## config.mk

```make
export PLATFORM = sky130hd
export DESIGN_NAME = irn_xform
export DESIGN_NICKNAME = d
export VERILOG_FILES = /design/src/sv/irn_pkg.sv /design/src/sv/irn_xform.sv
export VERILOG_INCLUDE_DIRS = /design/src /design/src/sv
export SDC_FILE = /design/constraint.sdc
export NUM_CORES = 2
export LEC_CHECK = 0
export ABC_CLOCK_PERIOD_IN_PS = 13450
export BUFFER_PORTS_ARGS = -buffer_cell sky130_fd_sc_hd__buf_2
export CORE_ASPECT_RATIO = 0.6
export CORE_UTILIZATION = 69
export CTS_CLUSTER_DIAMETER = 80
export DETAILED_ROUTE_END_ITERATION = 8
export PLACE_DENSITY_LB_ADDON = 0.08
export SYNTH_ARGS = -nofsm -noshare
export SYNTH_HDL_FRONTEND = slang
export SYNTH_SLANG_ARGS = --single-unit
```

## constraint.sdc

```tcl
create_clock -name clk -period 13.45 [get_ports clk]
set_clock_uncertainty 0.1 [all_clocks]
set_input_delay 2.69 -clock clk [delete_from_list [all_inputs] [get_ports clk]]
set_output_delay 2.69 -clock clk [all_outputs]
set_load 0.02 [all_outputs]
```

## src/sv/assert_macros.svh

```systemverilog
// ----------------------------------------------------------------------------
// assert_macros.svh
// clocked assertion helpers, empty when synthesizing
// ----------------------------------------------------------------------------
`ifndef ASSERT_MACROS_SVH
`define ASSERT_MACROS_SVH

`ifndef SYNTHESIS

// property must hold at every clock edge outside reset
`define ASSERT_CLK(lbl, clk, rst, prop, msg) \
  lbl: assert property (@(posedge clk) disable iff (rst) prop) else $error(msg);

// expression must never be true outside reset
`define ASSERT_NEVER(lbl, clk, rst, expr, msg) \
  lbl: assert property (@(posedge clk) disable iff (rst) !(expr)) else $error(msg);

`else

`define ASSERT_CLK(lbl, clk, rst, prop, msg)
`define ASSERT_NEVER(lbl, clk, rst, expr, msg)

`endif

`endif

```

## src/sv/irn_pkg.sv

```systemverilog
// ----------------------------------------------------------------------------
// irn_pkg
// shared types and constants of the nearest-neighbor image rotator
// ----------------------------------------------------------------------------
package irn_pkg;

  localparam int MAX_SIDE     = 64;
  localparam int SIDE_BITS    = $clog2(MAX_SIDE);
  localparam int DIM_BITS     = SIDE_BITS + 1;
  localparam int ADDR_BITS    = 2 * SIDE_BITS;
  localparam int MEM_DEPTH    = MAX_SIDE * MAX_SIDE;
  localparam int FRAC_BITS    = 16;
  localparam int PIXEL_BITS   = 32;
  localparam int COEF_BITS    = 18;
  localparam int DELTA_BITS   = SIDE_BITS + 1;
  localparam int PROD_BITS    = COEF_BITS + DELTA_BITS;
  localparam int SUM_BITS     = PROD_BITS + 3;
  localparam int POS_BITS     = SUM_BITS - FRAC_BITS;
  localparam int HALF_FIX     = (5 << FRAC_BITS) / 10;
  localparam int CFG_IDX_BITS = 3;

  typedef logic signed [COEF_BITS-1:0] coef_t;
  typedef logic [DIM_BITS-1:0]         dim_t;
  typedef logic [SIDE_BITS-1:0]        side_t;
  typedef logic [ADDR_BITS-1:0]        addr_t;
  typedef logic [PIXEL_BITS-1:0]       pixel_t;

  typedef enum logic {
    KIND_WRITE = 1'b0,
    KIND_QUERY = 1'b1
  } kind_t;

  typedef enum logic [CFG_IDX_BITS-1:0] {
    REG_COS    = 3'd0,
    REG_SIN    = 3'd1,
    REG_WIDTH  = 3'd2,
    REG_HEIGHT = 3'd3
  } cfg_reg_t;

  localparam coef_t COS_RESET = COEF_BITS'(1 << FRAC_BITS);
  localparam coef_t SIN_RESET = '0;
  localparam dim_t  DIM_RESET = DIM_BITS'(32);

  // one memory operation leaving the coordinate pipeline
  typedef struct packed {
    logic   valid;
    kind_t  kind;
    logic   in_img;
    addr_t  addr;
    pixel_t pixel;
  } mem_op_t;

  // size register clamped to the store's side
  function automatic dim_t eff_side(dim_t r);
    return (r > DIM_BITS'(MAX_SIDE)) ? DIM_BITS'(MAX_SIDE) : r;
  endfunction

endpackage

```

## src/sv/irn_xform.sv

```systemverilog
// ----------------------------------------------------------------------------
// irn_xform
// three-stage coordinate pipeline: center, rotate, round and bound check
// ----------------------------------------------------------------------------
module irn_xform (
  input  logic              clk,
  input  logic              rst,
  input  logic              in_valid,
  input  irn_pkg::kind_t    in_kind,
  input  irn_pkg::side_t    in_x,
  input  irn_pkg::side_t    in_y,
  input  irn_pkg::pixel_t   in_pixel,
  input  irn_pkg::coef_t    cos_coef,
  input  irn_pkg::coef_t    sin_coef,
  input  irn_pkg::dim_t     w_eff,
  input  irn_pkg::dim_t     h_eff,
  output irn_pkg::mem_op_t  op
);
  import irn_pkg::*;
  `include "assert_macros.svh"

  // stage a: centered deltas
  logic                         a_valid;
  kind_t                        a_kind;
  addr_t                        a_addr;
  pixel_t                       a_pixel;
  logic signed [DELTA_BITS-1:0] a_dx;
  logic signed [DELTA_BITS-1:0] a_dy;

  // stage b: products
  logic                         b_valid;
  kind_t                        b_kind;
  addr_t                        b_addr;
  pixel_t                       b_pixel;
  logic signed [PROD_BITS-1:0]  b_xc;
  logic signed [PROD_BITS-1:0]  b_ys;
  logic signed [PROD_BITS-1:0]  b_yc;
  logic signed [PROD_BITS-1:0]  b_xs;

  side_t                        cx;
  side_t                        cy;
  logic signed [DELTA_BITS-1:0] dx;
  logic signed [DELTA_BITS-1:0] dy;
  logic signed [SUM_BITS-1:0]   off_x;
  logic signed [SUM_BITS-1:0]   off_y;
  logic signed [SUM_BITS-1:0]   m_sum;
  logic signed [SUM_BITS-1:0]   n_sum;
  logic signed [POS_BITS-1:0]   sx;
  logic signed [POS_BITS-1:0]   sy;
  logic                         in_img;
  mem_op_t                      op_next;

  assign cx = w_eff[DIM_BITS-1:1];
  assign cy = h_eff[DIM_BITS-1:1];
  assign dx = $signed({1'b0, in_x}) - $signed({1'b0, cx});
  assign dy = $signed({1'b0, in_y}) - $signed({1'b0, cy});

  always_ff @(posedge clk) begin
    a_kind  <= in_kind;
    a_addr  <= {in_y, in_x};
    a_pixel <= in_pixel;
    a_dx    <= dx;
    a_dy    <= dy;
    if (rst) begin
      a_valid <= 1'b0;
    end else begin
      a_valid <= in_valid;
    end
  end

  always_ff @(posedge clk) begin
    b_kind  <= a_kind;
    b_addr  <= a_addr;
    b_pixel <= a_pixel;
    b_xc    <= a_dx * cos_coef;
    b_ys    <= a_dy * sin_coef;
    b_yc    <= a_dy * cos_coef;
    b_xs    <= a_dx * sin_coef;
    if (rst) begin
      b_valid <= 1'b0;
    end else begin
      b_valid <= a_valid;
    end
  end

  // center offset plus rounding half
  assign off_x = $signed(SUM_BITS'({cx, {FRAC_BITS{1'b0}}}) + SUM_BITS'(HALF_FIX));
  assign off_y = $signed(SUM_BITS'({cy, {FRAC_BITS{1'b0}}}) + SUM_BITS'(HALF_FIX));
  assign m_sum = SUM_BITS'(b_xc) + SUM_BITS'(b_ys) + off_x;
  assign n_sum = SUM_BITS'(b_yc) - SUM_BITS'(b_xs) + off_y;

  // dropping the fraction bits is a floor on two's complement
  assign sx = $signed(m_sum[SUM_BITS-1:FRAC_BITS]);
  assign sy = $signed(n_sum[SUM_BITS-1:FRAC_BITS]) - $signed(POS_BITS'(1));

  assign in_img = (sx >= $signed(POS_BITS'(0))) && (sx < $signed(POS_BITS'(w_eff))) &&
                  (sy >= $signed(POS_BITS'(0))) && (sy < $signed(POS_BITS'(h_eff)));

  always_comb begin
    op_next.valid  = b_valid;
    op_next.kind   = b_kind;
    op_next.pixel  = b_pixel;
    op_next.in_img = 1'b0;
    op_next.addr   = b_addr;
    if (b_kind == KIND_QUERY) begin
      op_next.in_img = in_img;
      op_next.addr   = {sy[SIDE_BITS-1:0], sx[SIDE_BITS-1:0]};
    end
  end

  always_ff @(posedge clk) begin
    if (rst) begin
      op <= '0;
    end else begin
      op <= op_next;
    end
  end

  `ASSERT_CLK(a_inside_col, clk, rst, op.valid && op.in_img |-> DIM_BITS'(op.addr[SIDE_BITS-1:0]) < w_eff, "inside sample column beyond width")
  `ASSERT_CLK(a_inside_row, clk, rst, op.valid && op.in_img |-> DIM_BITS'(op.addr[ADDR_BITS-1:SIDE_BITS]) < h_eff, "inside sample row beyond height")
  `ASSERT_NEVER(a_write_flag, clk, rst, op.kind == KIND_WRITE && op.in_img, "write word flagged inside")

endmodule

```

* Word-level counts from Yosys, hierarchy flattened *
Cells that the tools add are included.

operators by class
  $add $sub $neg = 9
  multipliers = 4
  magnitude comparators = 4
  mux-type cells = 1
  bitwise logic cells = 1
  reduce and logical (&&, ||, !) cells = 4

operators by type and width
  kind                      count
  $mul A7 B18 Y25           4
  $add A26 B24 Y27          2
  $add A22 B16 Y23 const B  2
  $add A25 B25 Y26          1
  $sub A25 B25 Y26          1
  $sub A6 B6 Y7             2
  $ge A12 B1 Y1 const B     1
  $lt A12 B8 Y1             1
  $mux W12                  1
  $sub A11 B2 Y12 const B   1
  $ge A11 B1 Y1 const B     1
  $lt A11 B8 Y1             1
  $logic_and A1 B1 Y1       3
  $reduce_or A2 Y1          1
  $not A1 Y1                1

storage, ports and cells
  register bits after elaboration = 253
  input port bits = 98
  logic and storage cells = 42

* Longest topological paths before layout *
  depth in word-level cells = 6
  gate-level depth with buffers = 27

* Worst setup path after synthesis *
OpenSTA, ideal clock, no wires.

  path type = input to register
  start point = input cos_coef[7]
  end point = register b_xc[24]
  data arrival time = 7,414 ps
  required time = 13,278 ps
  slack = 5,864 ps
  stages on the path = 23
  path buffers = 1
  cells stage by stage = clkbuf_1 > and2_1 > fa_1 > inv_1 > fa_1 > inv_1 > fa_1 > inv_1 > fa_1 > inv_1 > ha_1 > or2_2 > nor2_1 > o211ai_1 > a31oi_1 > nand2_1 > a31o_2 > nand4_1 > a21boi_0 > or4_1 > a31o_2 > a21oi_1 > xnor2_1

on the way
  cells in the longest elaborated chain, start to end = 1

ends and longest elaborated chain
  what                    line             source
  start: declaration      irn_xform.sv:13  input irn_pkg::coef_t cos_coef,
  $mul A7 B18 Y25         irn_xform.sv:75  b_xc <= a_dx * cos_coef;
  end signal: assignment  irn_xform.sv:75
  end: declaration        irn_xform.sv:35  logic signed [PROD_BITS-1:0] b_xc;

Every way passes these cells.
A chain may end at the register's enable or synchronous reset.

* Final worst setup path *
  start point = input h_eff[2]
  end point = register op[44] (netlist bit)

on the way
  cells in the longest elaborated chain, start to end = 6
  elaborated cells on any way between the ends = 7

ends and longest elaborated chain
  what                    line              source
  start: declaration      irn_xform.sv:16   input irn_pkg::dim_t h_eff,
  $add A22 B16 Y23        irn_xform.sv:88   assign off_y = $signed(SUM_BITS'({cy, {FRAC_BITS{1'b0}}}) + SUM_BITS'(HALF_FIX));
  $add A26 B24 Y27        irn_xform.sv:90   assign n_sum = SUM_BITS'(b_yc) - SUM_BITS'(b_xs) + off_y;
  $sub A11 B2 Y12         irn_xform.sv:94   assign sy = $signed(n_sum[SUM_BITS-1:FRAC_BITS]) - $signed(POS_BITS'(1));
  $ge A12 B1 Y1           irn_xform.sv:97   (sy >= $signed(POS_BITS'(0))) && (sy < $signed(POS_BITS'(h_eff)));
  $logic_and A1 B1 Y1     irn_xform.sv:96   assign in_img = (sx >= $signed(POS_BITS'(0))) && (sx < $signed(POS_BITS'(w_eff))) &&
  $logic_and A1 B1 Y1 *   irn_xform.sv:97
  end signal: assignment  irn_xform.sv:115  op <= op_next;
  end: declaration        irn_xform.sv:17   output irn_pkg::mem_op_t op

Every way passes the cells marked *; elsewhere a longest branch is shown, timed or not.

==> results.tsv <==
stage	metric	value	unit
routing	vias	18200	
critical_path	cell family with most CP delay	compound AO/OA/AOI/OAI gates	
logic_synthesis	top area cells in the synthesized netlist	fa_1 30%, dfxtp_1 20%, ha_1 15%	
logic_synthesis	Yosys cell types	66	
floorplanning	row count	54	
critical_path	CP peak stage delay	0.54	ns
routing	total iterations of the first detailed-routing run	5	
critical_path	Critical Path RT	13.78	ns
grt	final global-route overflow total	0	
critical_path	WS Path Type	primary input to register	
routing	wire per inst	18.6	um
routing	Vias/cell	5.56	
critical_path	CP Capture Type	register	
timing	FMAX	0.128	GHz
grt	largest net degree at the start of global routing	49	
cells_and_area	Register Area	0.00507	sq mm
clock_tree	# H-tree levels	1	
logic_synthesis	Syn Nets	3455	
timing	fin. max-slew vios	0	
routing	DRT met1 WL	26300	um
logic_synthesis	Post-Syn Area	0.0258	sq mm
timing	final worst slack	5.66	ns
critical_path	CP max stage cell	fa_1	
cells_and_area	share of post-route cells with drive strength above 1	8.16	%
placed_design	dpl hpwl	47700	um
floorplanning	initial core utilization	70.6	%
logic_synthesis	Yosys warnings	0	
floorplanning	die area	0.0382	sq mm
clock_tree	postcts setup bufs	0	
grt	initial antenna violation count	4	
critical_path	WP data arrival	8.13	ns
critical_path	startpoint types	primary input	
min_path	Hold Crit Class	register to register	
timing	crit share post-route	57.9	%
cells_and_area	area delta synth->final	7.60	%
routing	Met2 Routed Length	26900	um
logic_synthesis	Mean Syn Cell Area	9.70	sq um
routing	total wire length	60900	um
run_status	status	complete, no violations	
clock_tree	# hold bufs at CTS	0	
clock_tree	CTS root buffer	clkbuf_16	
timing	setup TNS	0	ns
placed_design	RePlAce Congestion	0.882	
timing	Max-slew headroom	39.5	%
clock_tree	post_cts resized	0	
critical_path	maximum fanout along the worst path	4	
clock_tree	Worst-path clk slew	0.07	ns
clock_tree	total CTS buffers	24	
logic_synthesis	Mapped Cells	2658	
clock_tree	clk buf depth	3	
routing	top layer in use	met5	
timing	Fin. Hold Viols	0	
flow_run	maxcap violations	0	
critical_path	crit-path cells	buf_2, inv_1, fa_1, inv_1, ha_1, a21oi_1, o21ai_0, o211ai_2, a21boi_0, o41ai_1, nor3_1, or2_2, ha_1, nand2_1, nand3_1, a311oi_1, nand4_1, a211oi_1, nand3_1, a211oi_1, nand4_1, a311oi_1, o2111ai_1, a2111oi_2	
logic_synthesis	EDFF count, synth	0	
routing	DRC	0	
clock_tree	Clk Latency, worst-skew pair	0.56	ns
routing	ANT nets after route	0	
floorplanning	width of the chip	252	um
routing	initial drt markers	914	
floorplanning	die height	152	um
logic_synthesis	asr flop ratio synth	0	%
grt	vias in the first global route	19300	
placed_design	I/O Buffers	144	
routing	met3 WL	6300	um
clock_tree	CTS tree	built	
cells_and_area	Util after Layout	75.9	%
floorplanning	core area	0.0366	sq mm
cells_and_area	most common cell after layout, fill and taps aside	inv_1	
logic_synthesis	sequential area share after synthesis	19.6	%
logic_synthesis	Main synth FF type	dfxtp_1	
placed_design	Area after DPL	0.0269	sq mm
cells_and_area	Filler Cell Count	2500	
timing	measured slew at the worst slew-check pin	0.907	ns
logic_synthesis	top cell type by total area after synthesis	fa_1	
placed_design	Place WS	5.29	ns
cells_and_area	multi-input logic area	0.0187	sq mm
critical_path	CP Buf/Inv Count	3	
timing	RSZ-0062 raised after global routing	no	
logic_synthesis	Yosys top cell area share	30.3	%
timing	post-layout min period	7.79	ns
clock_tree	Clock Sinks	253	
logic_synthesis	#FFs+latches synth	253	
timing	Final setup viols	0	
cells_and_area	most frequent cells in the layout	452 x inv_1, 390 x fa_1, 309 x ha_1	
grt	global-route wire length before repair	97600	um
floorplanning	IO Count	145	
cells_and_area	nets@finish	3547	
grt	Total GRT Usage	33.1	%
cells_and_area	design area	0.0278	sq mm
[layout make-up]
type	count	area share (%)
timing repair buffer	159	3.00
tap	504	2.27
antenna	5	0.0451
sequential	253	18.3
multi-input combinational	1860	67.3
inverter	452	6.11
clock inverter	13	0.559
clock buffer	31	2.44
[routing by layer]
| layer | vias to the layer above | GRT usage (%) |
|---|---|---|
| met2 | 670 | 52.0 |
| met4 | 2 | 8.93 |
| met1 | 8991 | 44.5 |
| met5 | - | 0 |
| li1 | 8445 | - |
| met3 | 102 | 10.3 |
[synthesized netlist by cell type (4+ instances only)]
cell type  number
nand3_1        22
and3_1         12
xor2_1         28
o211a_1         4
or2_2           5
a31o_2          5
nand4_1         9
inv_1         452
a21oi_1        62
o21ai_0        40
dfxtp_1       253
and2_1        279
mux2i_1         9
nand2b_1       77
o2111ai_1       6
xnor2_1       106
nor2b_1        53
nand2_1       195
o41ai_1         5
clkbuf_1       92
o21bai_1        9
nor2_1         90
a31oi_1         6
nor3_1         28
fa_1          390
ha_1          309
o21a_1         10
a211oi_1       13
a21o_1         31
[worst paths after layout]
kind / from / slack [ns] / cells past startpoint / endpoint
max: h_eff[2] / 5.66 / 24 / op[44]
min: a_pixel[1] / 0.22 / 0 / b_pixel[1]
max reg2reg: a_dy[1] / 7.44 / 19 / b_yc[23]
min reg2reg: a_pixel[1] / 0.22 / 0 / b_pixel[1]
[logic make-up (layout without fill, tap and decap cells)]
kind of cell / after synthesis / in the layout / synth area share [%]
simple gates: 784 / 784 / 16.1
xor+xnor: 134 / 134 / 4.55
mux: 9 / 9 / 0.349
fa+ha+maj: 699 / 699 / 45.3
buf+inv: 545 / 655 / 7.93
other cells: 0 / 5 / 0
flops: 253 / 253 / 19.6
compound gates: 234 / 234 / 6.21
[flip-flops by register name (all words and copies together) (netlist names)]
signal and flops:
a_pixel 32, a_dx 7, a_valid 1, b_kind 1, b_addr 12, op 47
b_xc 25, b_valid 1, b_ys 25, b_xs 25, a_kind 1, b_pixel 32
b_yc 25, a_dy 7, a_addr 12
[through the flow]
step	hold WS (ns)	std cells
floorplan	0.210	2658
global placement	0.210	3228
detailed placement	0.212	3228
CTS	0.225	3272
global route	0.226	3275
finish	0.223	3277
Power is left out: the tool's default activity adds up to more than one toggle a clock period on the data nets, which glitch-free logic cannot reach.
